**src/hw/rtl/cau_fifo.sv**
```systemverilog
// Short queue between the front end and the back end.
module cau_fifo #(
  parameter int WIDTH = 8,
  parameter int DEPTH = 2
) (
  input  logic             clk,
  input  logic             rst_n,
  input  logic             push,
  input  logic [WIDTH-1:0] push_data,
  output logic             full,
  input  logic             pop,
  output logic             empty,
  output logic [WIDTH-1:0] head
);
  localparam int AW = (DEPTH > 1) ? $clog2(DEPTH) : 1;

  logic [WIDTH-1:0] mem_r [DEPTH];
  logic [AW-1:0]    wr_ptr_r, rd_ptr_r;
  logic [AW:0]      cnt_r;

  assign full  = (cnt_r == (AW+1)'(DEPTH));
  assign empty = (cnt_r == '0);
  assign head  = mem_r[rd_ptr_r];

  always_ff @(posedge clk) begin
    if (!rst_n) begin
      wr_ptr_r <= '0;
      rd_ptr_r <= '0;
      cnt_r    <= '0;
    end else begin
      if (push) begin
        wr_ptr_r <= (wr_ptr_r == AW'(DEPTH - 1)) ? '0 : wr_ptr_r + 1'b1;
      end
      if (pop) begin
        rd_ptr_r <= (rd_ptr_r == AW'(DEPTH - 1)) ? '0 : rd_ptr_r + 1'b1;
      end
      if (push && !pop) begin
        cnt_r <= cnt_r + 1'b1;
      end else if (pop && !push) begin
        cnt_r <= cnt_r - 1'b1;
      end
    end
  end

  always_ff @(posedge clk) begin
    if (push) begin
      mem_r[wr_ptr_r] <= push_data;
    end
  end

endmodule

```
**config.mk**
```make
export PLATFORM = sky130hd
export DESIGN_NAME = cau_fifo
export DESIGN_NICKNAME = d
export VERILOG_FILES = /design/src/hw/rtl/cau_fifo.sv
export SDC_FILE = /design/constraint.sdc
export NUM_CORES = 1
export LEC_CHECK = 0
export ABC_AREA = 0
export BUFFER_PORTS_ARGS = -buffer_cell sky130_fd_sc_hd__buf_2
export CAP_MARGIN = 20
export CORE_UTILIZATION = 48
export CTS_CLUSTER_DIAMETER = 100
export CTS_CLUSTER_SIZE = 10
export DETAILED_ROUTE_END_ITERATION = 6
export GPL_ROUTABILITY_DRIVEN = 0
export PLACE_DENSITY = 0.79
export SLEW_MARGIN = 20
export SYNTH_ARGS = -nofsm -noshare
export SYNTH_HDL_FRONTEND = slang
export SYNTH_SLANG_ARGS = --single-unit
```
**constraint.sdc**
```tcl
create_clock -name clk -period 1.55 [get_ports clk]
set_clock_uncertainty 0.05 [all_clocks]
set_input_delay 0.155 -clock clk [delete_from_list [all_inputs] [get_ports clk]]
set_output_delay 0.155 -clock clk [all_outputs]
set_load 0.005 [all_outputs]
```
==> results by group <==
Min path
  – Hold Path Depth: 2
  – Hold EP: wr_ptr_r$_SDFFE_PN0P_
  – Path category of the worst min-delay check: in2reg
  – Min-delay src: rst_n

Clock network
  – Worst skew pair latency: roughly 290 ps
  – Root Buffer: clkbuf_4
  – Clock Tree Buf Depth: 2
  – Clock Pin Slew Worst Setup and Hold Paths: around 110 ps
  – Clk sinks: 21
  – Htree depth: 1
  – Cts bufs inserted: 3
  – TritonCTS clock tree: built

Finish
  – Area grow syn2layout: 29.8%
  – Fillcell total: approximately 120
  – Nets: 94
  – Layout cells sized above 1: 0.450
  – Number of antenna diodes: 0
  – Commonest non-fill, non-tap cell in the layout: buf_2
  – Most frequent cells in the layout: 21 x buf_2, 16 x edfxtp_1, 8 x mux2_2, 8 x dlygate4sd3_1
  – Final core utilization: 0.677
  – Post-Layout Cell Count: 96

Die
  – # rows: 14
  – Starting density of the core: 0.521
  – CORE AREA: 1520 sq um
  – Die Width: 42.7 microns
  – IO Pins: 22
  – Die area: between 1500 and 2000 sq um
  – DIE HEIGHT: 42.7 microns

Place
  – Pre-CTS WS: roughly 320 ps
  – Detailed Place HPWL: roughly 840 microns
  – Inst Count DP: 84
  – Port bufs: 21

Critical path
  – Worst path arrival time: roughly 1200 ps
  – CP Launch Type: flop
  – Worst Setup Path Type: reg2out
  – Crit end category: output port
  – FF-to-FF End: mem_r[0][2]$_DFFE_PP_
  – Critical R2R Launch: wr_ptr_r$_SDFFE_PN0P_
  – Reg2Reg Depth: 2
  – CP required: roughly 1300 ps
  – CP max FO: 8
  – Reg2Reg Setup Slack: about 380 ps

Pwr
  – Leakage: 0.419 nW
  – Design Power: 0.00106 W
  – Pwr Density: between 1000 and 1500 nW/um^2
  – Worst VDD drop: between 0.5 and 0.6 mV

STA
  – Max Fclk: approximately 700 MHz
  – Unrepaired setup endpoints after global routing: no
  – Fin crit period: 1430 ps
  – Final worst path period share: 0.922
  – Max Slew Vio Count: 0
  – Hold Vio Cnt, Final: 0
  – Post-route setup slack: around 120 ps
  – Worst Max-Slew Pin Slew: 370 ps
  – Setup tns final: 0 ps
  – Final Setup Violations: 0
  – Slew headroom: 0.753

Logic synthesis
  – Count of cell types in the netlist: 16
  – Synth warn: 0
  – Net Count, Synth: 60
  – Synth Cell Area: 795 sq um
  – Syn avg cell area: about 17 sq um
  – Synth Register Bits: 21
  – Mapped Cells: 47
  – Post-synthesis sequential area ratio: 0.731

Global route
  – Initial antenna violation count: 0
  – Vias in the first global route: ~480
  – First-pass GRT wire length: 1860 microns
  – GRT Total Usage: 0.141
  – Largest net degree at the start of global routing: 13
  – GRT overflow: 0

Detailed routing
  – Number of routed nets with antenna violations: 0
  – Post-Route WL: approximately 1100 microns
  – Via density: slightly below 5
  – Vias: 473
  – DR WL/cell: 11.8 microns
  – DRC Markers: 0
  – Drt first pass iters: 3
  – Initial detailed-routing violation count: 9

Status
  – Outcome: completed

Job
  – Max-cap violation count: 0
## Yosys cell counts
master / n / area share
edfxtp_1: 16 / 0.60
mux2_2: 8 / 0.11
dfxtp_1: 5 / 0.13
and2_1: 4 / 0.031
nor2b_1: 2 / 0.016
xor2_1: 2 / 0.022
a21boi_1: 1 / 0.0095
and2b_2: 1 / 0.011
buf_2: 1 / 0.0063
ha_1: 1 / 0.016
inv_1: 1 / 0.0047
nor2_1: 1 / 0.0047
o21a_1: 1 / 0.0095
o21ai_0: 1 / 0.0063
or3_1: 1 / 0.0079
xnor2_1: 1 / 0.011
## through the flow
stage	hold WS, ps	cell area [sq um]
after floorplan	204	795
after CTS	3.48	1020
after global routing	63.5	1030
after detailed placement	297	922
after global placement	294	922
final	68.8	1030
## worst max-delay path, cell delays in order (launching register included)
cell	delay, ps
dfxtp_2	450
mux2_2	360
buf_2	130
## registers in the layout, summed over array words and instances (netlist names), named ones only
| register | flops |
|---|---|
| cnt_r | 2 |
| mem_r | 16 |
| wr_ptr_r | 1 |
| rd_ptr_r | 1 |
## cells by family after synthesis
group,Yosys count,share of synthesized area
flip-flops,21,0.731
AND/OR/NAND/NOR,9,0.0709
AO/OA/AOI/OAI,3,0.0252
multiplexers,8,0.113
buffers and inverters,2,0.0110
adder cells (fa/ha/maj),1,0.0157
XOR/XNOR,3,0.0331
## timing repair
item | CTS | global route
gates resized for setup | 1 | 0
setup buffers | 0 | 0
hold endpoints to repair | 14 | 2
hold buffers | 7 | 1
endpoints found under the setup margin | 8 | 0
## worst max path at each step
stage / to / depth (start not counted) / slack, ps / startpoint
after floorplan: mem_r[0][0]$_DFFE_PP_ / 1 / 400 / wr_ptr_r$_SDFFE_PN0P_
after global placement: head[7] / 2 / 320 / flop
after detailed placement: cnt_r[1]$_SDFFE_PN0P_ / 4 / 320 / push
after CTS: head[7] / 2 / 110 / flop
after global routing: head[7] / 2 / 60 / flop
final: head[7] / 2 / 120 / flop
## routing by layer
layer	routed length, microns	GRT usage	vias to the layer above
li1	-	-	235
met1	495	0.156	224
met2	576	0.252	12
met3	52	0.0383	2
met4	7	0.0563	0
met5	0	0	-
## report_power, final
group	leakage [nW]	switching [W]	internal (W)	total, W
Clock	0.0177	0.000151	0.0000958	0.000247
Combinational	0.209	0.0000549	0.0000920	0.000147
Sequential	0.192	0.0000228	0.000645	0.000667
Total	0.419	0.000229	0.000832	0.00106
## layout make-up
type,count,area [sq um],area share
clock buffers,3,22.5,0.0218
clock inverters,1,5.00,0.00485
inverters,1,3.75,0.00364
multi-input cells,24,205,0.199
flip-flops and latches,21,582,0.564
well taps,16,20.0,0.0194
repair buffers,30,193,0.187
Power figures use the tool's default switching activity.
